### src/design/bmie_pkg.sv
// Package for the byte machine instruction executor.
// Operation codes, status codes, sizes and the sequencer state type. No dependencies.
package bmie_pkg;

    localparam int RegCount   = 8;
    localparam int LabelCount = 16;
    localparam int MemDepth   = 256;
    localparam int RegIdxW    = (RegCount > 1) ? $clog2(RegCount) : 1;
    localparam int LabIdxW    = (LabelCount > 1) ? $clog2(LabelCount) : 1;
    localparam int MemAddrW   = $clog2(MemDepth);

    localparam logic [4:0] OP_NOP = 5'd0;
    localparam logic [4:0] OP_MOV = 5'd1;
    localparam logic [4:0] OP_ADD = 5'd2;
    localparam logic [4:0] OP_ADC = 5'd3;
    localparam logic [4:0] OP_SUB = 5'd4;
    localparam logic [4:0] OP_SBC = 5'd5;
    localparam logic [4:0] OP_MUL = 5'd6;
    localparam logic [4:0] OP_DIV = 5'd7;
    localparam logic [4:0] OP_SHL = 5'd8;
    localparam logic [4:0] OP_SHR = 5'd9;
    localparam logic [4:0] OP_CLC = 5'd10;
    localparam logic [4:0] OP_CLV = 5'd11;
    localparam logic [4:0] OP_NEG = 5'd12;
    localparam logic [4:0] OP_STR = 5'd13;
    localparam logic [4:0] OP_LD  = 5'd14;
    localparam logic [4:0] OP_CMP = 5'd15;
    localparam logic [4:0] OP_JMP = 5'd16;
    localparam logic [4:0] OP_JNE = 5'd17;
    localparam logic [4:0] OP_JE  = 5'd18;
    localparam logic [4:0] OP_JGT = 5'd19;
    localparam logic [4:0] OP_JLT = 5'd20;
    localparam logic [4:0] OP_JNZ = 5'd21;
    localparam logic [4:0] OP_JZ  = 5'd22;
    localparam logic [4:0] OP_PRC = 5'd23;
    localparam logic [4:0] OP_PRS = 5'd24;
    localparam logic [4:0] OP_PRU = 5'd25;
    localparam logic [4:0] OP_HLT = 5'd26;
    localparam logic [4:0] OP_LBL = 5'd27;

    localparam logic [1:0] ST_OK      = 2'd0;
    localparam logic [1:0] ST_HALTED  = 2'd1;
    localparam logic [1:0] ST_BAD_OPD = 2'd2;
    localparam logic [1:0] ST_BAD_INS = 2'd3;

    typedef enum logic [2:0] {
        S_IDLE,
        S_READ,
        S_SERIAL,
        S_WRITE,
        S_OUT
    } t_state;

endpackage

### src/design/byte_machine_instruction_executor.sv
// Top level of the byte machine instruction executor.
// Depends on bmie_pkg; holds register file, data memory, labels and bit-serial ALU.
//
// Channel  Dir  tdata (low bit first)                                  tuser
// s_axis   in   operation[4:0], first_value[12:5], first_is_register[13],
//               first_is_label[14], second_value[22:15],
//               second_is_register[23], second_is_label[24]            -
// m_axis   out  status[1:0], next_pointer[9:2], print_valid[10],
//               print_kind[12:11], print_value[20:13]                  -
//
// One item at a time: accept, operand/memory read (S_READ), the shared
// bit-serial unit (S_SERIAL; add/sub/mul/div/shift one bit per cycle),
// write-back (S_WRITE), then the result is held in S_OUT until taken; the
// next item is taken only after that. The data memory is cleared by a pass
// over every address after reset, during which no item is accepted. A stalled
// output holds the block.
module byte_machine_instruction_executor
    import bmie_pkg::*;
(
    input  logic        i_clk,
    input  logic        i_rst_n,
    input  logic        s_axis_tvalid,
    output logic        s_axis_tready,
    input  logic [31:0] s_axis_tdata,   // op, v1, r1, l1, v2, r2, l2
    output logic        m_axis_tvalid,
    input  logic        m_axis_tready,
    output logic [23:0] m_axis_tdata    // status, next, pv, pk, pval
);

    t_state r_state, n_state;

    logic [7:0] r_regs [RegCount];
    logic [7:0] r_labels [LabelCount];
    logic [7:0] r_mem [MemDepth];
    logic       r_carry, r_ovf, r_nz;
    logic [3:0] r_cmp;
    logic [7:0] r_ip;

    logic                r_clr_busy;
    logic [MemAddrW-1:0] r_clr_addr;

    // latched instruction
    logic [4:0] r_op;
    logic [7:0] r_v1, r_v2;
    logic       r_r1, r_l1, r_r2, r_l2;

    // operands and serial datapath
    logic [7:0] r_d, r_b, r_mrd;
    logic [7:0] r_acc;      // result shift register / product / remainder
    logic [7:0] r_sh;       // shifting operand
    logic [7:0] r_q;        // quotient
    logic       r_cy;       // serial carry/borrow
    logic       r_sgn;      // final signed overflow
    logic [2:0] r_cnt;

    logic [23:0] r_out;

    // operand validity
    logic       v1_reg_ok, v2_reg_ok, dst_ok, a_ok, b_ok, lab_ok;
    logic [7:0] a_val, b_val;

    always_comb begin
        v1_reg_ok = ({24'd0, r_v1} < RegCount);
        v2_reg_ok = ({24'd0, r_v2} < RegCount);
        dst_ok    = r_r1 && !r_l1 && v1_reg_ok;
        a_ok      = r_r1 ? v1_reg_ok : !r_l1;
        b_ok      = r_r2 ? v2_reg_ok : !r_l2;
        lab_ok    = r_l1 && ({24'd0, r_v1} < LabelCount);
        a_val     = r_r1 ? r_regs[r_v1[RegIdxW-1:0]] : r_v1;
        b_val     = r_r2 ? r_regs[r_v2[RegIdxW-1:0]] : r_v2;
    end

    // serial step signals
    logic       sub_op, adc_op, sbc_op;
    logic       sum_bit, sum_cy;
    logic [8:0] trial;

    always_comb begin
        sub_op  = (r_op == OP_SUB) || (r_op == OP_SBC);
        adc_op  = (r_op == OP_ADC);
        sbc_op  = (r_op == OP_SBC);
        // one bit of add or subtract (subtract as d + ~b + 1 - c)
        sum_bit = r_d[r_cnt] ^ (r_b[r_cnt] ^ sub_op) ^ r_cy;
        sum_cy  = (r_d[r_cnt] & (r_b[r_cnt] ^ sub_op)) |
                  (r_cy & (r_d[r_cnt] ^ r_b[r_cnt] ^ sub_op));
        // restoring divide step on remainder r_acc
        trial   = {r_acc, r_sh[7]} - {1'b0, r_b};
    end

    logic [7:0] result;
    logic       res_carry, res_ovf;

    always_comb begin
        result    = r_acc;
        res_carry = 1'b0;
        res_ovf   = r_sgn;
        unique case (r_op)
            OP_ADD, OP_ADC, OP_SUB, OP_SBC: result = r_acc;
            OP_MUL:                         result = r_acc;
            OP_DIV:                         result = (r_b == 8'd0) ? 8'hFF : r_q;
            OP_SHL, OP_SHR:                 result = (r_b >= 8'd8) ? 8'd0 : r_sh;
            default:                        result = r_b;
        endcase
        // final carry: add carry-out set, sub carry-out clear means borrow
        res_carry = sub_op ? !r_cy : r_cy;
    end

    assign s_axis_tready = (r_state == S_IDLE) && !r_clr_busy;
    assign m_axis_tvalid = (r_state == S_OUT);
    assign m_axis_tdata  = r_out;

    // state register
    always_ff @(posedge i_clk) begin
        if (!i_rst_n) begin
            r_state <= S_IDLE;
        end else begin
            r_state <= n_state;
        end
    end

    always_comb begin
        n_state = r_state;
        unique case (r_state)
            S_IDLE:   if (s_axis_tvalid && s_axis_tready) n_state = S_READ;
            S_READ:   n_state = S_SERIAL;
            S_SERIAL: if (r_cnt == 3'd7) n_state = S_WRITE;
            S_WRITE:  n_state = S_OUT;
            S_OUT:    if (m_axis_tready) n_state = S_IDLE;
            default:  n_state = S_IDLE;
        endcase
    end

    // memory clear pass and memory access
    always_ff @(posedge i_clk) begin
        if (!i_rst_n) begin
            r_clr_busy <= 1'b1;
            r_clr_addr <= '0;
        end else if (r_clr_busy) begin
            r_clr_addr <= r_clr_addr + 1'b1;
            if (r_clr_addr == MemAddrW'(MemDepth - 1)) r_clr_busy <= 1'b0;
        end
    end

    always_ff @(posedge i_clk) begin
        if (r_clr_busy) begin
            r_mem[r_clr_addr] <= 8'd0;
        end else if (r_state == S_WRITE && r_op == OP_STR && a_ok && b_ok) begin
            r_mem[a_val[MemAddrW-1:0]] <= b_val;
        end
        r_mrd <= r_mem[b_val[MemAddrW-1:0]];
    end

    // datapath
    logic [1:0] st;
    logic [7:0] nxt;
    logic       take;

    always_comb begin
        st   = ST_OK;
        take = 1'b0;
        unique case (r_op)
            OP_JMP: take = 1'b1;
            OP_JNE: take = r_cmp[0];
            OP_JE:  take = r_cmp[1];
            OP_JGT: take = r_cmp[2];
            OP_JLT: take = r_cmp[3];
            OP_JNZ: take = r_nz;
            OP_JZ:  take = !r_nz;
            default: take = 1'b0;
        endcase
        priority if (r_op >= OP_MOV && r_op <= OP_SHR) begin
            if (!dst_ok || !b_ok) st = ST_BAD_OPD;
        end else if (r_op == OP_NEG) begin
            if (!r_r2 || !v2_reg_ok) st = ST_BAD_OPD;
        end else if (r_op == OP_STR || r_op == OP_CMP) begin
            if (!a_ok || !b_ok) st = ST_BAD_OPD;
        end else if (r_op == OP_LD) begin
            if (!dst_ok || !b_ok) st = ST_BAD_OPD;
        end else if ((r_op >= OP_JMP && r_op <= OP_JZ) || r_op == OP_LBL) begin
            if (!lab_ok) st = ST_BAD_OPD;
        end else if (r_op >= OP_PRC && r_op <= OP_PRU) begin
            if (!a_ok) st = ST_BAD_OPD;
        end else if (r_op == OP_HLT) begin
            st = ST_HALTED;
        end else if (r_op == OP_NOP || r_op == OP_CLC || r_op == OP_CLV) begin
            st = ST_OK;
        end else begin
            st = ST_BAD_INS;
        end
        if (st != ST_OK) begin
            nxt = r_ip;
        end else if (r_op >= OP_JMP && r_op <= OP_JZ && take) begin
            nxt = r_labels[r_v1[LabIdxW-1:0]];
        end else begin
            nxt = r_ip + 8'd1;
        end
    end

    always_ff @(posedge i_clk) begin
        if (!i_rst_n) begin
            for (int i = 0; i < RegCount; i++) r_regs[i] <= 8'd0;
            for (int i = 0; i < LabelCount; i++) r_labels[i] <= 8'd0;
            r_carry <= 1'b0;
            r_ovf   <= 1'b0;
            r_nz    <= 1'b0;
            r_cmp   <= 4'd0;
            r_ip    <= 8'd0;
            r_cnt   <= 3'd0;
        end else begin
            unique case (r_state)
                S_IDLE: begin
                    if (s_axis_tvalid && s_axis_tready) begin
                        r_op <= s_axis_tdata[4:0];
                        r_v1 <= s_axis_tdata[12:5];
                        r_r1 <= s_axis_tdata[13];
                        r_l1 <= s_axis_tdata[14];
                        r_v2 <= s_axis_tdata[22:15];
                        r_r2 <= s_axis_tdata[23];
                        r_l2 <= s_axis_tdata[24];
                    end
                end
                S_READ: begin
                    r_d   <= r_regs[r_v1[RegIdxW-1:0]];
                    r_b   <= b_val;
                    r_cnt <= 3'd0;
                    r_acc <= 8'd0;
                    r_q   <= 8'd0;
                    r_sgn <= 1'b0;
                    unique case (r_op)
                        OP_ADD:  r_cy <= 1'b0;
                        OP_SUB:  r_cy <= 1'b1;
                        OP_ADC:  r_cy <= r_carry;
                        OP_SBC:  r_cy <= !r_carry;
                        default: r_cy <= 1'b0;
                    endcase
                    r_sh <= r_regs[r_v1[RegIdxW-1:0]];
                end
                S_SERIAL: begin
                    r_cnt <= r_cnt + 3'd1;
                    unique case (r_op)
                        OP_ADD, OP_ADC, OP_SUB, OP_SBC: begin
                            r_acc <= {sum_bit, r_acc[7:1]};
                            r_cy  <= sum_cy;
                            if (r_cnt == 3'd7) r_sgn <= sum_cy ^ r_cy;
                        end
                        OP_MUL: begin
                            // shift-add, multiplier bits msb first
                            r_acc <= {r_acc[6:0], 1'b0} + (r_b[3'd7 - r_cnt] ? r_d : 8'd0);
                        end
                        OP_DIV: begin
                            r_sh <= {r_sh[6:0], 1'b0};
                            if (!trial[8]) begin
                                r_acc <= trial[7:0];
                                r_q   <= {r_q[6:0], 1'b1};
                            end else begin
                                r_acc <= {r_acc[6:0], r_sh[7]};
                                r_q   <= {r_q[6:0], 1'b0};
                            end
                        end
                        OP_SHL: if ({5'd0, r_cnt} < r_b) r_sh <= {r_sh[6:0], 1'b0};
                        OP_SHR: if ({5'd0, r_cnt} < r_b) r_sh <= {1'b0, r_sh[7:1]};
                        default: r_acc <= r_acc;
                    endcase
                end
                S_WRITE: begin
                    r_ip <= nxt;
                    if (st == ST_OK) begin
                        unique case (r_op)
                            OP_MOV: r_regs[r_v1[RegIdxW-1:0]] <= r_b;
                            OP_ADD, OP_ADC, OP_SUB, OP_SBC, OP_MUL, OP_DIV,
                            OP_SHL, OP_SHR: begin
                                r_regs[r_v1[RegIdxW-1:0]] <= result;
                                r_nz <= (result != 8'd0);
                                if ((adc_op || sbc_op) && res_carry) r_carry <= 1'b1;
                                if ((adc_op || sbc_op) && res_ovf) r_ovf <= 1'b1;
                            end
                            OP_CLC: r_carry <= 1'b0;
                            OP_CLV: r_ovf <= 1'b0;
                            OP_NEG: r_regs[r_v2[RegIdxW-1:0]] <=
                                8'd0 - r_regs[r_v2[RegIdxW-1:0]];
                            OP_LD:  r_regs[r_v1[RegIdxW-1:0]] <= r_mrd;
                            OP_CMP: r_cmp <= {a_val < b_val, a_val > b_val,
                                              a_val == b_val, a_val != b_val};
                            OP_LBL: r_labels[r_v1[LabIdxW-1:0]] <= r_v2;
                            default: begin
                            end
                        endcase
                    end
                    r_out[1:0]  <= st;
                    r_out[9:2]  <= nxt;
                    if (st == ST_OK && r_op >= OP_PRC && r_op <= OP_PRU) begin
                        r_out[10]    <= 1'b1;
                        r_out[12:11] <= 2'(r_op - OP_PRC);
                        r_out[20:13] <= a_val;
                    end else begin
                        r_out[20:10] <= 11'd0;
                    end
                    r_out[23:21] <= 3'd0;
                end
                default: r_cnt <= r_cnt;
            endcase
        end
    end

    // checks
    a_no_accept_in_clear: assert property (@(posedge i_clk) disable iff (!i_rst_n)
        r_clr_busy |-> !s_axis_tready) else $error("item taken during memory clear");
    a_out_holds: assert property (@(posedge i_clk) disable iff (!i_rst_n)
        (m_axis_tvalid && !m_axis_tready) |=> $stable(r_out))
        else $error("result changed under stall");
    a_serial_len: assert property (@(posedge i_clk) disable iff (!i_rst_n)
        (r_state == S_READ) |=> (r_cnt == 3'd0)) else $error("serial count not reset");
    a_print_ok: assert property (@(posedge i_clk) disable iff (!i_rst_n)
        (m_axis_tvalid && r_out[10]) |-> (r_out[1:0] == ST_OK))
        else $error("print with bad status");

endmodule

### config.mk
export PLATFORM = sky130hd
export DESIGN_NAME = byte_machine_instruction_executor
export DESIGN_NICKNAME = d
export VERILOG_FILES = /design/src/design/bmie_pkg.sv /design/src/design/byte_machine_instruction_executor.sv
export SDC_FILE = /design/constraint.sdc
export NUM_CORES = 2
export LEC_CHECK = 0
export BUFFER_PORTS_ARGS = -buffer_cell sky130_fd_sc_hd__buf_4
export CORE_MARGIN = 3
export CORE_UTILIZATION = 57
export CTS_CLUSTER_SIZE = 12
export DETAILED_ROUTE_END_ITERATION = 10
export GPL_ROUTABILITY_DRIVEN = 0
export PLACE_DENSITY = 0.75
export SKIP_LAST_GASP = 1
export SLEW_MARGIN = 10
export SYNTH_ARGS = -nofsm -noshare
export SYNTH_HDL_FRONTEND = slang
export SYNTH_SLANG_ARGS = --single-unit
### constraint.sdc
create_clock -name i_clk -period 9.7 [get_ports i_clk]
set_clock_uncertainty 0.05 [all_clocks]
set_input_delay 0.485 -clock i_clk [delete_from_list [all_inputs] [get_ports i_clk]]
set_output_delay 0.485 -clock i_clk [all_outputs]
set_load 0.05 [all_outputs]
Yosys cells after proc, flatten, opt, wreduce, memory -nomap -nowiden. Memory sizes are Yosys's and may differ from the RTL's. A register that Yosys moved wholly into a read port is not among the register bits. Cells that the tools add are included.

Add/sub/neg operators: 8. Magnitude comparators: 15. Equality and inequality tests: 42. Mux-type cells: 102. Bitwise gates (word level): 10. Reduce and logical (&&, ||, !) cells: 62.

Operator list (number): two-way mux 8 bit (18); case mux 8 bit (3 select lines) (3); case mux 8 bit (2 select lines) (3); two-way mux 1 bit (47); equality test 5 bit, second input constant (9); equality test 5 x 4 -> 1 bit, second input constant (8); OR reduction 8 bit (5); two-way mux 2 bit (13); two-way mux 3 bit (7); AND reduction 3 bit (7); equality test 5 x 3 -> 1 bit, second input constant (4); adder 8 x 1 -> 8 bit, second input constant (2); < comparator 8 x 4 -> 1 bit, second input constant (2); logical AND 1 bit (15); case mux 3 bit (5 select lines) (1); logical NOT 1 bit (11); equality test 5 x 2 -> 1 bit, second input constant (2); >= comparator 5 bit, second input constant (2); <= comparator 5 bit, second input constant (2); binary-select mux 1 bit (select 3 bit) (3); logical OR 1 bit (9); subtractor 9 x 8 -> 9 bit (1); adder 8 bit (1); equality test 8 bit (1); other kinds (42) (63).

Flip-flop bits (word level): 116. Memory bits (writable): 2240. Input port bits: 36. Output and inout bits: 26. Memories kept: 3.

Memory list: r_mem (depth 256, bits a word 8, read ports 1, clocked after memory_dff 1, wr ports 1, line byte_machine_instruction_executor.sv:34) `logic [7:0] r_mem [MemDepth];`; r_labels (depth 16, bits a word 8, read ports 1, clocked after memory_dff 1, wr ports 16, line byte_machine_instruction_executor.sv:33) `logic [7:0] r_labels [LabelCount];`; r_regs (depth 8, bits a word 8, read ports 2, clocked after memory_dff 2, wr ports 8, line byte_machine_instruction_executor.sv:32) `logic [7:0] r_regs [RegCount];`.

Depth between registers and ports, before layout.
Depth after elaboration: 21. Depth in mapped cells: 21.

Worst setup path after synthesis. OpenSTA, ideal clock, no wires.

Path kind: register -> register. Start point: register (tool-made name). End point: memory r_mem[0][3], data pin. Setup time: 1393 ps. Data arrival time: 8195 ps. Setup slack: 62 ps. Cell stages (with the launch flop): 10. Buffers on the path: 5. Period minus slack after synthesis: 9638 ps. Cell sequence: dfxtp_1 > buf_2 > mux2i_1 > mux4_2 > mux2_2 > buf_2 > buf_1 > clkbuf_1 > clkbuf_1 > nor2_1.

RTL lines (line): end: declaration (byte_machine_instruction_executor.sv:34).

==> results.md <==
- After the flow finishes, the layout carries non-filler instances totaling 9448.
- The clock passes through at most 3 buffers.
- Summed over all layers, the routed wires come to around 270000 um.
- The fraction of the yosys area taken by sequential cells is a little under three quarters.
- In this run the remaining antenna-violating nets after routing total 0.
- The minimum setup slack after placement is around 3200 ps.
- The share of async-settable or async-resettable flops after synthesis is 0%.
- The first global-routing pass estimated between 300000 and 400000 um of wire.
- After detailed routing, the number of remaining DRC violations is 0.
- The first routing iteration left 10218 violations.
- Setup repair after global routing left no endpoint under its margin.
- The count of unique library cells instantiated by Yosys is 86.
- In this run the core area contains about 150 standard-cell rows.
- Setup total negative slack on the finished layout was measured at 0 ps.
- The overall via count from detail_route is 62685.
- In this run, placement finished with an instance count of roughly 9000.
- met2 is the most crowded layer.
- The net count of the finished layout is just over 7000.
- The number of I/O port buffers is 51.
- Global routing consumed, on the met1 layer, approximately two fifths of the routing resources.
- STA classifies the critical path endpoint as a register.
- The library cell used as clock root buffer is clkbuf_16.
- The number of sinks driven by the clock tree is ~2400.
- The utilization after layout is 63.3%.
- Of all cell types, the one taking the most synthesized area is edfxtp_1.
- The global-route met3 utilization is between 7 and 8%.
- The initial antenna violation count is 9.
- STA classifies the critical path startpoint as a register.
- Ranked by total cell area, the synthesized netlist is headed by edfxtp_1, nand2_1, mux2i_1.
- Global routing used a little under half of the available met2 tracks.
- After synthesis the cells add up to between 90000 and 100000 sq um.
- The critical path in this run is classified as register to register.
- The final reports fail on max-capacitance violations, max-slew violations.
- The type of the tightest min-delay check is input port to register.
- The total of warnings raised by yosys is 0.
- The arrival time at the worst endpoint is between 7000 and 8000 ps.
- The die is approximately 420 um wide.
- The flip-flop and latch count after synthesis is 2371.
- Entering global routing, the biggest net connects about 260 pins.
- The number of global-route vias before repair was between 50000 and 60000.
- The area inside the core boundary is between 150000 and 200000 sq um.
- From bottom edge to top edge, the die measures roughly 420 um.
- The wire-length estimate of the detail-placed layout is 157000 um.
- The starting density of the core is between 50% and 60%.
- The number of clock buffers inserted by TritonCTS is 230.
- The average footprint of a synthesized cell is around 14 sq um.
- Headroom to the max-slew limit came out at -12.7%.
- STA puts the critical path data required time at roughly 10000 ps.
- Before antenna repair, the detailed router went through 9 iterations.
- The static leakage is roughly 36 nW.
- The synthesis-to-finish area growth is 9.64%.
- The final count of hold timing violations was 0.
- The clock tree from TritonCTS is done.
- The reported max-cap violation count is 1.
- The number of filler cells placed in the layout is ~12000.
- In this run the post-CTS setup repair buffer count came out at 0.
- The post-layout worst setup margin is approximately 2700 ps.
- Based on the critical path, the design can be clocked at up to around 140 MHz.
- The clock tree synthesis step divided the H-tree into 4 levels.
- After detailed routing, the average wire length per cell comes to just under 30 um.
- The area of the die is 178000 sq um.
- The leading register cell type out of synthesis is edfxtp_1.
- The synthesized design contains 2327 enable-type register cells.
- The largest fanout of any net on the critical path is 142.
- The smallest clock period supported by the final layout is computed as approximately 7000 ps.
- The portion of the clock cycle consumed by the worst path in the final layout is a little over 70%.
- The count of final setup violators is 0.
- The share of layout cells above drive strength 1 is under 10%.
- The later-pin clock latency in the skew report is slightly below 900 ps.
- a little over 60 I/O pins were placed.
- The power density over the cells is roughly 180 nW/um^2.
- After technology mapping, the gate count stands at ~7000.
- In the routed layout, each cell is associated on average with a via count of approximately 6.6.
- The commonest non-fill, non-tap cell in the layout is edfxtp_1.
- The clock-pin slew on the worst setup and hold paths is 60 ps.
- The remaining global-route overflow is 0.
- The peak ir drop on the vdd network is about 150 uV.
- The number of pins exceeding their max-slew limit in the final report was 2.
- In this run the biggest area consumer among cell types represents a little under three quarters of the synthesized area.
- The run finished, with violations left.
- The overall global routing resource usage is 30.0%.
- The worst-margin pin slew is ~1600 ps.
- The library cells used most frequently in the layout, excluding fill and tap cells, are edfxtp_1, nand2_1, nor2_1.
timing repair:
action | in CTS | in global routing
endpoints found under the hold margin | 34 | 0
hold buffers | 27 | 0
gates resized for setup | 0 | 0
power breakdown:
group | switching (mW) | internal [mW]
combinational | 0.360 | 0.149
clock | 3.71 | 4.43
sequential | 0.0241 | 11.1
total | 4.09 | 15.7
flip-flops by register name (all words and copies together), names as in the netlist, 5 cells and up, named ones only:
register,cells
r_mrd,8
r_op,5
r_ip,8
m_axis_tdata,21
r_acc,8
r_d,8
r_clr_addr,8
r_v1,8
r_regs,64
r_labels,128
r_mem,2048
r_v2,8
r_q,8
r_b,8
r_sh,8
synthesized netlist by cell type, types with 17 or more instances:
library cell,number
a2111oi_0,25
a211oi_1,64
a21oi_1,232
a311oi_1,50
a31oi_1,82
a32oi_1,17
and3_1,63
buf_1,50
buf_2,138
buf_4,18
buf_6,21
clkbuf_1,231
dfxtp_1,44
edfxtp_1,2327
ha_1,34
inv_1,57
mux2_2,59
mux2i_1,469
mux4_2,115
nand2_1,1286
nand3_1,426
nand4_1,27
nor2_1,557
nor2b_1,40
nor3_1,42
nor4_1,41
o21ai_0,103
o221ai_1,102
o22ai_1,59
xnor2_1,17
path summary, 6_finish.rpt:
| path | end | from | cells past startpoint | slack (ps) |
|---|---|---|---|---|
| worst max register to register | r_mrd[1] | register | 13 | 2670 |
| worst min register to register | r_cmp[1] | r_cmp[1] | 2 | 480 |
| worst min-delay path | register | i_rst_n | 4 | 240 |
| worst max-delay path | r_mrd[1] | register | 13 | 2670 |
area by class of cell:
| type | instances | area, sq um | share of cell area (%) |
|---|---|---|---|
| antenna | 8 | 20.0 | 0.0185 |
| clock buffer | 305 | 6140 | 5.68 |
| inverter | 63 | 259 | 0.240 |
| multi-input combinational | 4137 | 25600 | 23.7 |
| sequential | 2371 | 70800 | 65.5 |
| timing repair buffer | 211 | 1860 | 1.73 |
| clock inverter | 58 | 526 | 0.486 |
| tap | 2295 | 2870 | 2.66 |
worst max-delay path, cell delays in order, from the launching register on:
cell       delay (ps)
dfxtp_1           970
mux2_2            410
mux4_2            520
a21o_4            430
inv_8             490
buf_4             580
buf_12            550
nand2_1           100
and3_1            190
a31oi_1           210
o21ai_0           120
a2111oi_0        1410
nor3_1            290
o311ai_1          350
cell families (layout without fill, tap and decap cells):
| family | count (synthesis) | in the layout | share of synthesized area, % |
|---|---|---|---|
| AO/OA/AOI/OAI | 881 | 881 | 6.07 |
| XOR/XNOR | 28 | 28 | 0.249 |
| adder cells (fa/ha/maj) | 36 | 36 | 0.472 |
| buffers and inverters | 521 | 637 | 2.39 |
| flip-flops | 2371 | 2371 | 71.8 |
| multiplexers | 648 | 648 | 8.12 |
| other | 1 | 11 | 0.00381 |
| AND/OR/NAND/NOR | 2541 | 2541 | 10.9 |
routing by layer:
| metal | share of wire, % | up-vias |
|---|---|---|
| met4 | 4.9 | 6 |
| met1 | 36 | 30845 |
| met2 | 46 | 4575 |
| met3 | 14 | 826 |
| met5 | 0.014 | - |
| li1 | - | 26433 |
stage by stage:
step / cell area [sq um] / hold WS [ps] / power, mW
5_1_grt: 108000 / 215 / 20.3
4_1_cts: 108000 / 176 / 19.8
3_3_place_gp: 101000 / 447 / 11.9
6_report: 108000 / 243 / 19.8
2_1_floorplan: 98600 / 433 / 11.6
3_5_place_dp: 101000 / 465 / 11.9
Power figures use the tool's default switching activity.
